`config.mk`:
```
export PLATFORM = sky130hd
export DESIGN_NAME = pen_report_event_tracker
export DESIGN_NICKNAME = d
export VERILOG_FILES = /design/src/pret_pkg.sv /design/src/pen_report_event_tracker.sv /design/src/pret_front.sv /design/src/pret_fifo.sv /design/src/pret_back.sv
export VERILOG_INCLUDE_DIRS = /design/src /design/src/src
export SDC_FILE = /design/constraint.sdc
export NUM_CORES = 2
export LEC_CHECK = 0
export BUFFER_PORTS_ARGS = -buffer_cell sky130_fd_sc_hd__buf_4
export CORE_ASPECT_RATIO = 1.1
export CORE_MARGIN = 4
export CORE_UTILIZATION = 58
export DETAILED_ROUTE_END_ITERATION = 8
export HOLD_SLACK_MARGIN = 0.1
export PLACE_DENSITY = 0.85
export SLEW_MARGIN = 10
export SYNTH_ARGS = -nofsm -noshare
export SYNTH_HDL_FRONTEND = slang
export SYNTH_HIERARCHICAL = 1
export SYNTH_SLANG_ARGS = --single-unit
export TNS_END_PERCENT = 50
```
`constraint.sdc`:
```
create_clock -name clk_i -period 6.5 [get_ports clk_i]
set_input_delay 1.95 -clock clk_i [delete_from_list [all_inputs] [get_ports clk_i]]
set_output_delay 1.95 -clock clk_i [all_outputs]
set_load 0.05 [all_outputs]
```
`src/assert_macros.svh`:
```
// Assertion macros shared by the tracker modules.
`ifndef ASSERT_MACROS_SVH
`define ASSERT_MACROS_SVH

// Check a property on a given clock and active-low reset.
`define ASSERT_CLK(lbl, clk, rst_n, prop) \
  lbl: assert property (@(posedge clk) disable iff (!rst_n) prop) \
    else $error("tracker assertion failed");

// Check a property on the module's own clk_i and rst_ni.
`define ASSERT_STD(lbl, prop) `ASSERT_CLK(lbl, clk_i, rst_ni, prop)

`endif

```
`src/pret_pkg.sv`:
```
// Types, constants and scaling factors of the pen report event tracker.
package pret_pkg;

  // Raw status codes of a report
  localparam logic [7:0] StatusOut    = 8'h00;
  localparam logic [7:0] StatusIn     = 8'h10;
  localparam logic [7:0] StatusTip    = 8'h11;
  localparam logic [7:0] StatusBarrel = 8'h12;
  localparam logic [7:0] StatusRight  = 8'h13;

  // Mode bytes below this value carry no report
  localparam logic [7:0] ModeMin = 8'd2;

  // Configuration
  localparam int unsigned CfgAddrW   = 3;
  localparam int unsigned CfgDataW   = 32;
  localparam int unsigned ViewW      = 12;
  localparam logic [ViewW-1:0] ViewMaxReset = 12'd1023;
  localparam logic [CfgAddrW-1:0] RegViewXMax = 3'd0;
  localparam logic [CfgAddrW-1:0] RegViewYMax = 3'd4;

  // Field widths
  localparam int unsigned RawW   = 16;
  localparam int unsigned PosW   = 15;
  localparam int unsigned PressW = 14;
  localparam int unsigned ProdW  = RawW + ViewW;

  // Queue depth between front and back
  localparam int unsigned QueueDepthDefault = 4;

  // X span 14000 = 16 * 875: drop 4 bits, then exact reciprocal of 875
  localparam int unsigned XPre    = 4;
  localparam int unsigned XDiv    = 14000 / (1 << XPre);
  localparam int unsigned XDivW   = ProdW - XPre;
  localparam int unsigned XShift  = XDivW + 10;
  localparam longint unsigned RecipXFull = ((64'd1 << XShift) + XDiv - 1) / XDiv;
  localparam int unsigned RecipXW = 25;
  localparam logic [RecipXW-1:0] RecipX = RecipXW'(RecipXFull);
  localparam int unsigned XMulW   = XDivW + RecipXW;

  // Y span 8200 = 8 * 1025: drop 3 bits, then exact reciprocal of 1025
  localparam int unsigned YPre    = 3;
  localparam int unsigned YDiv    = 8200 / (1 << YPre);
  localparam int unsigned YDivW   = ProdW - YPre;
  localparam int unsigned YShift  = YDivW + 11;
  localparam longint unsigned RecipYFull = ((64'd1 << YShift) + YDiv - 1) / YDiv;
  localparam int unsigned RecipYW = 27;
  localparam logic [RecipYW-1:0] RecipY = RecipYW'(RecipYFull);
  localparam int unsigned YMulW   = YDivW + RecipYW;

  // Status class after decode
  typedef enum logic [2:0] {
    ClsOut,
    ClsIn,
    ClsTip,
    ClsBarrel,
    ClsRight,
    ClsOther
  } pret_class_e;

  // Event codes on the result port
  typedef enum logic [2:0] {
    EvTouch   = 3'd0,
    EvRelease = 3'd1,
    EvMenu    = 3'd2,
    EvHome    = 3'd3,
    EvBack    = 3'd4
  } pret_event_e;

  // Classified report handed from front to back
  typedef struct packed {
    pret_class_e          cls;
    logic [PosW-1:0]      x_pos;
    logic [PosW-1:0]      y_pos;
    logic [PressW-1:0]    pressure;
    logic                 press_nz;
  } pret_item_t;

  // Map a raw status byte to its class
  function automatic pret_class_e classify(input logic [7:0] status);
    pret_class_e cls;
    case (status)
      StatusOut:    cls = ClsOut;
      StatusIn:     cls = ClsIn;
      StatusTip:    cls = ClsTip;
      StatusBarrel: cls = ClsBarrel;
      StatusRight:  cls = ClsRight;
      default:      cls = ClsOther;
    endcase
    return cls;
  endfunction

endpackage

```
`src/pen_report_event_tracker.sv`:
```
// A report passes the first scaling stage, the second scaling stage, the queue write and the back stage
// for the pen state, each registered, before its event shows on the result ports.
// Throughput: one report per cycle while nothing stalls, set by the pen state update in the back end.
// A queue of QueueDepth reports between front and back absorbs result-side stalls.
// Reset clears all pen state and queues and sets both view registers to 1023; no clearing pass.
// Reports with mode byte 0 or 1 are taken and dropped in the front end.
module pen_report_event_tracker #(
  parameter int unsigned QueueDepth = pret_pkg::QueueDepthDefault
) (
  input  logic                           clk_i,
  input  logic                           rst_ni,
  // Report input
  input  logic                           push,
  output logic                           full,
  input  logic [7:0]                     mode_byte_i,
  input  logic [7:0]                     pen_status_i,
  input  logic [pret_pkg::RawW-1:0]      x_raw_i,
  input  logic [pret_pkg::RawW-1:0]      y_raw_i,
  input  logic [pret_pkg::RawW-1:0]      pressure_raw_i,
  // Event output
  output logic                           empty,
  input  logic                           pop,
  output logic [2:0]                     event_kind_o,
  output logic [pret_pkg::PosW-1:0]      x_pos_o,
  output logic [pret_pkg::PosW-1:0]      y_pos_o,
  output logic [pret_pkg::PressW-1:0]    pressure_out_o,
  // Configuration
  input  logic                           psel,
  input  logic                           penable,
  input  logic                           pwrite,
  input  logic [pret_pkg::CfgAddrW-1:0]  paddr,
  input  logic [pret_pkg::CfgDataW-1:0]  pwdata,
  output logic [pret_pkg::CfgDataW-1:0]  prdata,
  output logic                           pready
);
  import pret_pkg::*;

  logic [ViewW-1:0] view_x_max_q;
  logic [ViewW-1:0] view_y_max_q;
  logic             cfg_write;
  logic             in_ready;
  logic             front_valid;
  pret_item_t       front_item;
  logic             q_full;
  logic             q_empty;
  logic             q_rd;
  pret_item_t       q_item;
  logic             out_valid;

  // Configuration registers
  assign pready    = 1'b1;
  assign cfg_write = psel && penable && pwrite && pready;

  always_ff @(posedge clk_i or negedge rst_ni) begin
    if (!rst_ni) begin
      view_x_max_q <= ViewMaxReset;
      view_y_max_q <= ViewMaxReset;
    end else if (cfg_write) begin
      if (paddr[2] == RegViewYMax[2]) begin
        view_y_max_q <= pwdata[ViewW-1:0];
      end else begin
        view_x_max_q <= pwdata[ViewW-1:0];
      end
    end
  end

  // Return the addressed register
  assign prdata = (paddr[2] == RegViewYMax[2]) ? CfgDataW'(view_y_max_q)
                                               : CfgDataW'(view_x_max_q);

  pret_front u_front (
    .clk_i          (clk_i),
    .rst_ni         (rst_ni),
    .in_valid_i     (push),
    .in_ready_o     (in_ready),
    .mode_byte_i    (mode_byte_i),
    .pen_status_i   (pen_status_i),
    .x_raw_i        (x_raw_i),
    .y_raw_i        (y_raw_i),
    .pressure_raw_i (pressure_raw_i),
    .view_x_max_i   (view_x_max_q),
    .view_y_max_i   (view_y_max_q),
    .out_valid_o    (front_valid),
    .out_ready_i    (!q_full),
    .item_o         (front_item)
  );

  pret_fifo #(
    .Depth (QueueDepth)
  ) u_fifo (
    .clk_i     (clk_i),
    .rst_ni    (rst_ni),
    .wr_i      (front_valid && !q_full),
    .wr_data_i (front_item),
    .full_o    (q_full),
    .rd_i      (q_rd),
    .rd_data_o (q_item),
    .empty_o   (q_empty)
  );

  pret_back u_back (
    .clk_i        (clk_i),
    .rst_ni       (rst_ni),
    .avail_i      (!q_empty),
    .item_i       (q_item),
    .rd_o         (q_rd),
    .out_valid_o  (out_valid),
    .out_pop_i    (pop),
    .event_kind_o (event_kind_o),
    .x_pos_o      (x_pos_o),
    .y_pos_o      (y_pos_o),
    .pressure_o   (pressure_out_o)
  );

  assign full  = !in_ready;
  assign empty = !out_valid;

endmodule

```
`src/pret_front.sv`:
```
// Front end: accepts reports, drops idle ones, classifies and scales.
module pret_front (
  input  logic                        clk_i,
  input  logic                        rst_ni,
  input  logic                        in_valid_i,
  output logic                        in_ready_o,
  input  logic [7:0]                  mode_byte_i,
  input  logic [7:0]                  pen_status_i,
  input  logic [pret_pkg::RawW-1:0]   x_raw_i,
  input  logic [pret_pkg::RawW-1:0]   y_raw_i,
  input  logic [pret_pkg::RawW-1:0]   pressure_raw_i,
  input  logic [pret_pkg::ViewW-1:0]  view_x_max_i,
  input  logic [pret_pkg::ViewW-1:0]  view_y_max_i,
  output logic                        out_valid_o,
  input  logic                        out_ready_i,
  output pret_pkg::pret_item_t        item_o
);
  import pret_pkg::*;

  // Stage one: classify and multiply by the view size
  logic              s1_valid_q;
  pret_class_e       s1_cls_q;
  logic [ProdW-1:0]  s1_xprod_q;
  logic [ProdW-1:0]  s1_yprod_q;
  logic [PressW-1:0] s1_press_q;
  logic              s1_nz_q;

  // Stage two: divide by the spans through reciprocal multiply
  logic              s2_valid_q;
  pret_item_t        s2_item_q;

  logic              s1_ready;
  logic              s2_ready;
  logic [XMulW-1:0]  x_mul;
  logic [YMulW-1:0]  y_mul;

  assign s2_ready   = !s2_valid_q || out_ready_i;
  assign s1_ready   = !s1_valid_q || s2_ready;
  assign in_ready_o = s1_ready;

  // Advance stage valid bits
  always_ff @(posedge clk_i or negedge rst_ni) begin
    if (!rst_ni) begin
      s1_valid_q <= 1'b0;
      s2_valid_q <= 1'b0;
    end else begin
      if (s1_ready) begin
        s1_valid_q <= in_valid_i && (mode_byte_i >= ModeMin);
      end
      if (s2_ready) begin
        s2_valid_q <= s1_valid_q;
      end
    end
  end

  // Load stage one payload
  always_ff @(posedge clk_i) begin
    if (s1_ready) begin
      s1_cls_q   <= classify(pen_status_i);
      s1_xprod_q <= ProdW'(x_raw_i) * ProdW'(view_x_max_i);
      s1_yprod_q <= ProdW'(y_raw_i) * ProdW'(view_y_max_i);
      s1_press_q <= pressure_raw_i[RawW-1:2];
      s1_nz_q    <= |pressure_raw_i;
    end
  end

  assign x_mul = XMulW'(s1_xprod_q[ProdW-1:XPre]) * XMulW'(RecipX);
  assign y_mul = YMulW'(s1_yprod_q[ProdW-1:YPre]) * YMulW'(RecipY);

  // Load stage two payload
  always_ff @(posedge clk_i) begin
    if (s2_ready) begin
      s2_item_q.cls      <= s1_cls_q;
      s2_item_q.x_pos    <= x_mul[XShift +: PosW];
      s2_item_q.y_pos    <= y_mul[YShift +: PosW];
      s2_item_q.pressure <= s1_press_q;
      s2_item_q.press_nz <= s1_nz_q;
    end
  end

  assign out_valid_o = s2_valid_q;
  assign item_o      = s2_item_q;

endmodule

```
`src/pret_fifo.sv`:
```
// Short queue of classified reports between front and back.
`include "assert_macros.svh"

module pret_fifo #(
  parameter int unsigned Depth = pret_pkg::QueueDepthDefault
) (
  input  logic                 clk_i,
  input  logic                 rst_ni,
  input  logic                 wr_i,
  input  pret_pkg::pret_item_t wr_data_i,
  output logic                 full_o,
  input  logic                 rd_i,
  output pret_pkg::pret_item_t rd_data_o,
  output logic                 empty_o
);
  import pret_pkg::*;

  localparam int unsigned PtrW = (Depth > 1) ? $clog2(Depth) : 1;
  localparam int unsigned CntW = $clog2(Depth + 1);

  pret_item_t        mem_q [Depth];
  logic [PtrW-1:0]   wr_ptr_q;
  logic [PtrW-1:0]   rd_ptr_q;
  logic [CntW-1:0]   count_q;

  assign full_o    = (count_q == CntW'(Depth));
  assign empty_o   = (count_q == '0);
  assign rd_data_o = mem_q[rd_ptr_q];

  // Step a pointer with wrap at the depth
  function automatic logic [PtrW-1:0] step_ptr(input logic [PtrW-1:0] ptr);
    return (ptr == PtrW'(Depth - 1)) ? '0 : ptr + 1'b1;
  endfunction

  // Advance pointers and fill count
  always_ff @(posedge clk_i or negedge rst_ni) begin
    if (!rst_ni) begin
      wr_ptr_q <= '0;
      rd_ptr_q <= '0;
      count_q  <= '0;
    end else begin
      if (wr_i) begin
        wr_ptr_q <= step_ptr(wr_ptr_q);
      end
      if (rd_i) begin
        rd_ptr_q <= step_ptr(rd_ptr_q);
      end
      if (wr_i && !rd_i) begin
        count_q <= count_q + 1'b1;
      end else if (rd_i && !wr_i) begin
        count_q <= count_q - 1'b1;
      end
    end
  end

  // Store a written entry
  always_ff @(posedge clk_i) begin
    if (wr_i) begin
      mem_q[wr_ptr_q] <= wr_data_i;
    end
  end

  `ASSERT_STD(no_write_when_full, wr_i |-> !full_o)
  `ASSERT_STD(no_read_when_empty, rd_i |-> !empty_o)
  `ASSERT_STD(count_tracks_write, (wr_i && !rd_i) |=> (count_q == $past(count_q) + 1'b1))

endmodule

```
`src/pret_back.sv`:
```
// Back end: pen state tracking and event output register.
`include "assert_macros.svh"

module pret_back (
  input  logic                          clk_i,
  input  logic                          rst_ni,
  input  logic                          avail_i,
  input  pret_pkg::pret_item_t          item_i,
  output logic                          rd_o,
  output logic                          out_valid_o,
  input  logic                          out_pop_i,
  output logic [2:0]                    event_kind_o,
  output logic [pret_pkg::PosW-1:0]     x_pos_o,
  output logic [pret_pkg::PosW-1:0]     y_pos_o,
  output logic [pret_pkg::PressW-1:0]   pressure_o
);
  import pret_pkg::*;

  // Pen state
  pret_class_e     prev_cls_q, prev_cls_d;
  logic            prev_valid_q, prev_valid_d;
  logic            prev_pzero_q, prev_pzero_d;
  logic            touch_q, touch_d;
  logic [PosW-1:0] saved_x_q, saved_x_d;
  logic [PosW-1:0] saved_y_q, saved_y_d;
  logic            menu_q, menu_d;
  logic            home_q, home_d;
  logic            back_q, back_d;

  // Output register
  logic              out_valid_q, out_valid_d;
  pret_event_e       out_kind_q;
  logic [PosW-1:0]   out_x_q;
  logic [PosW-1:0]   out_y_q;
  logic [PressW-1:0] out_p_q;

  logic        advance;
  logic        ev_valid;
  pret_event_e ev_kind;
  logic        prev_in;
  logic        prev_right;

  assign advance    = avail_i && (!out_valid_q || out_pop_i);
  assign rd_o       = advance;
  assign prev_in    = prev_valid_q && (prev_cls_q == ClsIn);
  assign prev_right = prev_valid_q && (prev_cls_q == ClsRight);

  // Decide the event and the next pen state
  always_comb begin
    ev_valid     = 1'b0;
    ev_kind      = EvTouch;
    prev_cls_d   = item_i.cls;
    prev_valid_d = 1'b1;
    prev_pzero_d = !item_i.press_nz;
    touch_d      = touch_q;
    saved_x_d    = saved_x_q;
    saved_y_d    = saved_y_q;
    menu_d       = menu_q;
    home_d       = home_q;
    back_d       = back_q;
    case (item_i.cls)
      ClsOut: begin
        if (menu_q) begin
          ev_valid = 1'b1; ev_kind = EvMenu; menu_d = 1'b0;
        end else if (home_q) begin
          ev_valid = 1'b1; ev_kind = EvHome; home_d = 1'b0;
        end else if (back_q) begin
          ev_valid = 1'b1; ev_kind = EvBack; back_d = 1'b0;
        end else if (touch_q) begin
          ev_valid = 1'b1; ev_kind = EvRelease; touch_d = 1'b0;
        end
      end
      ClsIn: begin
        if (menu_q) begin
          ev_valid = 1'b1; ev_kind = EvMenu; menu_d = 1'b0;
        end else if (back_q) begin
          ev_valid = 1'b1; ev_kind = EvBack; back_d = 1'b0;
        end else if (touch_q) begin
          ev_valid = 1'b1; ev_kind = EvRelease; touch_d = 1'b0;
        end
      end
      ClsTip: begin
        if ((item_i.x_pos != saved_x_q) && (item_i.y_pos != saved_y_q)) begin
          ev_valid  = 1'b1;
          ev_kind   = EvTouch;
          saved_x_d = item_i.x_pos;
          saved_y_d = item_i.y_pos;
          touch_d   = 1'b1;
        end
      end
      ClsBarrel: begin
        if (prev_in) begin
          menu_d = 1'b1;
        end
      end
      ClsRight: begin
        if (home_q) begin
          ev_valid = 1'b1; ev_kind = EvHome; home_d = 1'b0;
        end else if (prev_in) begin
          back_d = 1'b1;
        end else if (prev_right && prev_pzero_q && item_i.press_nz) begin
          home_d = 1'b1;
          back_d = 1'b0;
        end
      end
      default: begin
        ev_valid = 1'b0;
      end
    endcase
  end

  // Hold the output until popped, reload on advance
  always_comb begin
    if (advance) begin
      out_valid_d = ev_valid;
    end else begin
      out_valid_d = out_valid_q && !out_pop_i;
    end
  end

  // Update pen state and output valid
  always_ff @(posedge clk_i or negedge rst_ni) begin
    if (!rst_ni) begin
      prev_cls_q   <= ClsOut;
      prev_valid_q <= 1'b0;
      prev_pzero_q <= 1'b0;
      touch_q      <= 1'b0;
      saved_x_q    <= '0;
      saved_y_q    <= '0;
      menu_q       <= 1'b0;
      home_q       <= 1'b0;
      back_q       <= 1'b0;
      out_valid_q  <= 1'b0;
    end else begin
      out_valid_q <= out_valid_d;
      if (advance) begin
        prev_cls_q   <= prev_cls_d;
        prev_valid_q <= prev_valid_d;
        prev_pzero_q <= prev_pzero_d;
        touch_q      <= touch_d;
        saved_x_q    <= saved_x_d;
        saved_y_q    <= saved_y_d;
        menu_q       <= menu_d;
        home_q       <= home_d;
        back_q       <= back_d;
      end
    end
  end

  // Load the event payload
  always_ff @(posedge clk_i) begin
    if (advance && ev_valid) begin
      out_kind_q <= ev_kind;
      if (ev_kind == EvTouch) begin
        out_x_q <= item_i.x_pos;
        out_y_q <= item_i.y_pos;
        out_p_q <= item_i.pressure;
      end else begin
        out_x_q <= '0;
        out_y_q <= '0;
        out_p_q <= '0;
      end
    end
  end

  assign out_valid_o  = out_valid_q;
  assign event_kind_o = out_kind_q;
  assign x_pos_o      = out_x_q;
  assign y_pos_o      = out_y_q;
  assign pressure_o   = out_p_q;

  `ASSERT_STD(home_back_exclusive, !(home_q && back_q))
  `ASSERT_STD(touch_sets_active, (advance && ev_valid && ev_kind == EvTouch) |=> touch_q)
  `ASSERT_STD(read_only_when_free, rd_o |-> (!out_valid_q || out_pop_i))

endmodule

```
Word-level counts from Yosys, hierarchy flattened
Memory sizes are Yosys's and may differ from the RTL's. Index checks and enable logic that the tools add are counted.

Eq/ne operators: 22. Reductions and logical operators: 45. Add/sub/neg operators: 4. $mul: 4. Muxes and demuxes: 43. $lt $le $gt $ge: 1. Bitwise logic cells: 1.

Operators with widths (count): 16-bit by 12-bit multiplier with 28-bit output (2); 24-bit by 25-bit multiplier with 49-bit output (second input constant) (1); 25-bit by 20-bit multiplier with 45-bit output (second input constant) (1); 8-bit by 5-bit equality test with 1-bit output (second input constant) (4); 15-bit inequality test (2); 1-bit 2-to-1 mux (26); 3-bit 2-to-1 mux (6); 16-bit OR reduction (1); 3-bit case mux with 5 select lines (1); 1-bit logical AND (14); 12-bit 2-to-1 mux (1); 1-bit zero test (10); 3-bit equality test (second input constant) (3); 3-bit zero test (3); 3-bit case mux with 3 select lines (1); 3-bit AND reduction (3); 8-bit by 2-bit >= comparator with 1-bit output (second input constant) (1); 8-bit zero test (1); 2-bit inequality test (second input constant) (4); 7-bit AND reduction (1); 3-bit by 1-bit equality test with 1-bit output (second input constant) (2); 3-bit by 2-bit equality test with 1-bit output (second input constant) (2); 2-bit 2-to-1 mux (3); 1-bit case mux with 3 select lines (2); other kinds (15) (25).

Word-level logic and storage cells: 152. Memory bits (writable): 192. Bits of input ports: 106. Output and inout bits: 82. Memories: 1. Flip-flop bits (word level): 242.

Memories: u_fifo.mem_q (words 4, width 48, rd ports 1, clocked after Yosys merged registers in 0, wr ports 1, line pret_fifo.sv:21) `pret_item_t mem_q [Depth];`.

Logic depth before layout (Yosys ltp)
Word-level depth: 8. Depth in mapped cells: 26. Depth with buffers taken out: 26.

By module
Netlist, hierarchy kept.

By module, submodules not included: pret_front (times used 1, area each 31167.4 um2, cells each 2999, sequential area each 3503.4 um2); pret_fifo (times used 1, area each 7394.6 um2, cells each 288, sequential area each 5940.7 um2); pret_back (times used 1, area each 3744.8 um2, cells each 264, sequential area each 2412.3 um2); pen_report_event_tracker (times used 1, area each 1318.8 um2, cells each 93, sequential area each 625.6 um2).

Worst setup path before layout
No wires, ideal clock.

Kind: input to register. Start: input y_raw_i[7] (netlist bit). End: register u_front.s1_yprod_q[25], data pin. Data arrival time: 6.784 ns. Library setup time: 0.262 ns. Data required time: 6.238 ns. Stages on the path: 20. Buffers on the path: 1. Slack: -0.545 ns. Path through: clkbuf_1 nand2_1 fa_1 inv_1 fa_1 inv_1 fa_1 inv_1 fa_1 fa_1 ha_1 a211oi_1 o32ai_1 a31oi_1 o211ai_1 a31oi_1 nor2b_1 o31a_1 o21ai_1 a21oi_1.

Longest elaborated chain between the ends: 1.

Ends and longest elaborated chain: from (decl) (line pen_report_event_tracker.sv:18) `input logic [pret_pkg::RawW-1:0] y_raw_i,`; 16-bit by 12-bit multiplier with 28-bit output (line pret_front.sv:61) `s1_yprod_q <= ProdW'(y_raw_i) * ProdW'(view_y_max_i);`; to (signal assigned) (line pret_front.sv:61); to (decl) (line pret_front.sv:24) `logic [ProdW-1:0] s1_yprod_q;`.

Every way passes these cells. A chain may end at the register's enable or synchronous reset.

Worst setup path after layout
Start: register u_front.s1_xprod_q[12]. End: register u_front.s2_item_q (netlist bit u_front/item_o[44]), data pin.

Longest elaborated chain between the ends: 1.

Ends and longest elaborated chain: from (decl) (line pret_front.sv:23) `logic [ProdW-1:0] s1_xprod_q;`; from (signal assigned) (line pret_front.sv:60) `s1_xprod_q <= ProdW'(x_raw_i) * ProdW'(view_x_max_i);`; 24-bit by 25-bit multiplier with 49-bit output (line pret_front.sv:67) `assign x_mul = XMulW'(s1_xprod_q[ProdW-1:XPre]) * XMulW'(RecipX);`; named net u_front.x_mul[48] (line pret_front.sv:34) `logic [XMulW-1:0] x_mul;`; to (decl) (line pret_front.sv:30) `pret_item_t s2_item_q;`.

The timed path passes the listed nets, and every way through them passes these cells.

==> results by group <==
Critical path
  • Startpoint Class: flop
  • Worst Setup End Kind: flop
  • Maximum fanout along the worst path: 3
  • R2r setup slk: -280 ps
  • Critical path's top delay family: adder cells
  • Required time worst endpoint: 6830 ps
  • Crit path buf inv count: 8
  • Most used cell, CP: fa_1
  • Arrival time worst endpoint: 7110 ps
  • Setup CP Type: reg -> reg
  • Slowest cell on crit path: fa_1
  • Max incr delay on CP: 530 ps

Global route
  • Met1 Use GR: between 30% and 40%
  • GRT met2 Usage: 43.9%
  • First-pass GRT wire length: 158 mm
  • M3 GR Usage: 4.47%
  • Total gr overflow: 0
  • All-Layer GR Usage: between 20% and 30%
  • Largest net degree at the start of global routing: 69
  • Vias in the first global route: 30,355
  • Antenna violations before repair: 8
  • Busiest grt layer: met2

Status
  • Status: finished with violations
  • Failing checks: setup timing

Final layout
  • Area grow syn2layout: 15.0%
  • Proportion of layout cells with a drive suffix above 1: 19.8%
  • Layout Cells excl Fill: around 5,000
  • Total Nets Final: 5,354
  • Filler instances: just under 5,000
  • Sequential Area: 12,500 um2
  • Area of the multi-input gates: 28,100 um2

Placed design
  • Post-DP HPWL: 76.6 mm
  • Port bufs: roughly 140
  • Post-place setup slack: -590 ps
  • Routability Congestion: 0.949
  • Placed Cells: 4,944

STA
  • Fmax: 0.148 GHz
  • Period utilization: 104%
  • Max-slew headroom: 33.5%
  • Fin Hold WS: 408 ps
  • Hold Vio Cnt, Final: 0
  • Final worst setup slack: -278 ps
  • Min Tclk post-route: 6780 ps
  • RSZ-0062 raised after global routing: yes
  • Slew Limit Fails: 0
  • Clock skew: 64.3 ps
  • Setup violators final: 12
  • Worst-Margin Slew: 998 ps

Synthesis
  • Yosys warning count: 6
  • Post-synthesis sequential area ratio: 28.6%
  • Post-synthesis cell type count: 80
  • Post-Syn Instances: 3,644
  • Leading area contributor after synthesis: fa_1
  • EDFF count, synth: 354
  • Synth top area cells: fa_1, edfxtp_1, ha_1, inv_1, dfrtp_1
  • Syn_area_per_cell: between 10 and 15 um2
  • Synth Flop Type: edfxtp_1
  • Top cell type's share of synthesized area: 30.7%
  • Mapped cell area: 43,600 um2
  • Post-synthesis async set-or-reset flop share: 17.1%
  • Yosys reg bits: 427

Clock tree
  • Max H-tree Level: 2
  • Total CTS buffers: 45
  • Clock slew at reported path FFs: 70 ps
  • CTS max path bufs: 3
  • Worst-Skew Late Latency: 610 ps
  • Clock sinks: around 430
  • Hold buffer count at cts: 0
  • Clk Tree Root Cell: clkbuf_16
  • CTS tree: done

Floorplan
  • Starting Density: 58.5%
  • DIE AREA: approximately 80,000 um2
  • # rows: 105
  • Chip Width: 269 um
  • Die Ht: 296 um
  • Core ar.: 74,600 um2
  • # IOs: 188

Drt
  • Final WL: slightly below 100 mm
  • Vias per cell: roughly 5.5
  • Drt pass-1 iters: 6
  • Post-route ant nets: 0
  • 1st-iter DRT viols: 2,040
  • DRC: 0
  • Vias: about 28,000
  • Wire per inst: 19.5 um

Hold path
  • Worst Hold Class: reg -> reg

Run
  • Max-cap violations: 0
[cells in the final DEF, fill, tap and decap left out, drive strengths merged, types with 4 or more instances in the layout]
| cell type | count |
|---|---|
| a21oi | 55 |
| xor2 | 55 |
| a211oi | 9 |
| bufinv | 4 |
| xnor2 | 57 |
| clkbuf | 58 |
| fa | 669 |
| nand4 | 11 |
| nand2 | 297 |
| and3 | 4 |
| diode | 6 |
| buf | 463 |
| clkinv | 15 |
| a21o | 42 |
| mux2 | 70 |
| mux4 | 48 |
| dfstp | 20 |
| nor4 | 13 |
| ha | 509 |
| o41ai | 6 |
| nand2b | 20 |
| conb | 21 |
| a211o | 5 |
| nor2 | 50 |
| nor3 | 20 |
| inv | 850 |
| nand3 | 21 |
| nor2b | 9 |
| dfrtp | 53 |
| and2 | 164 |
| edfxtp | 354 |
| a31oi | 8 |
| o21a | 12 |
| o211ai | 9 |
| o21bai | 6 |
| or3 | 5 |
| o21ai | 39 |
[cell usage after synthesis, drive strengths merged, types with 21 or more instances]
cell	number
o21ai	39
a21o	42
nor2	50
fa	669
ha	509
and2	164
buf	39
clkbuf	64
mux2	70
nand2	297
nand3	21
a21oi	55
edfxtp	354
mux4	48
xnor2	57
dfrtp	53
xor2	55
inv	847
[routing by layer]
layer  wire length (um)  up-vias
met2              50200     1117
li1                   -    12419
met1              38800    14020
met3               7020      215
met4               2800        4
met5                 27        -
[timing repair]
action / 4_1_cts / 5_1_grt
hold endpoints to repair: 0 / 0
pin swaps: 43 / 61
resized for setup: 57 / 81
setup endpoints to repair: 19 / 35
buffers inserted: 14 / 31
[logic make-up (layout without fill, tap and decap cells)]
kind of cell	after synthesis	count (layout)	synth area share (%)
buf+inv	950	1393	8.67
flops	427	427	28.6
other cells	2	27	0.0172
compound gates	225	225	3.68
fa+ha+maj	1178	1178	45.3
simple gates	632	632	7.09
xor+xnor	112	112	2.25
mux	118	118	4.39
[sequential cells by signal (all words and copies together) (netlist names), 12 cells and up]
signal	flops
u_back/saved_y_q	15
view_y_max_q	12
u_back/y_pos_o	15
u_front/s1_press_q	14
u_front/item_o	48
u_back/x_pos_o	15
u_fifo/mem_q	192
u_back/pressure_o	14
u_back/saved_x_q	15
view_x_max_q	12
u_front/s1_yprod_q	25
u_front/s1_xprod_q	24
[cell type report]
cell class	instances	share of cell area (%)
Multi-Input combinational cell	2286	56.1
Sequential cell	427	24.9
Timing Repair Buffer	463	7.14
Inverter	847	6.34
Clock buffer	58	2.49
Tap cell	963	2.40
Clock inverter	25	0.608
Antenna cell	6	0.0299
[worst reg2reg max path, stage by stage (launching register included)]
cell and delay [ps]:
edfxtp_1 460, buf_4 180, buf_4 140, ha_2 330, inv_1 60, fa_1 530
fa_1 440, fa_1 520, inv_1 60, fa_1 490, fa_1 500, inv_1 50
fa_1 480, inv_1 40, ha_1 290, nand3_1 90, nor2_2 180, o211ai_1 140
o211a_4 300, o211ai_4 210, o41ai_4 80, buf_4 180, buf_6 120, o31ai_4 230
o221a_2 260, nor2_1 50, xnor2_1 130
[stage by stage]
stage	setup TNS, ps	cell area [um2]	utilization (%)
after CTS	-1560	49500	66.4
after floorplan	-1560	44000	-
after global placement	-8630	47700	63.9
after detailed placement	-11530	47700	63.9
final	-1730	50200	67.2
after global routing	-5150	50200	67.2
[path summary, 6_finish.rpt]
kind,startpoint,to,cells after the start
max,u_front/s1_xprod_q[12],u_front/item_o[44],26
min reg2reg,u_front/s1_nz_q,u_front/item_o[0],0
max in group asynchronous,rst_ni,u_fifo/rd_ptr_q[0],2
max reg2reg,u_front/s1_xprod_q[12],u_front/item_o[44],26
min,u_front/s1_nz_q,u_front/item_o[0],0
min in group asynchronous,rst_ni,u_back/saved_x_q[2],1
Power is left out: the tool's default activity adds up to more than one toggle a clock period on the data nets, which glitch-free logic cannot reach.
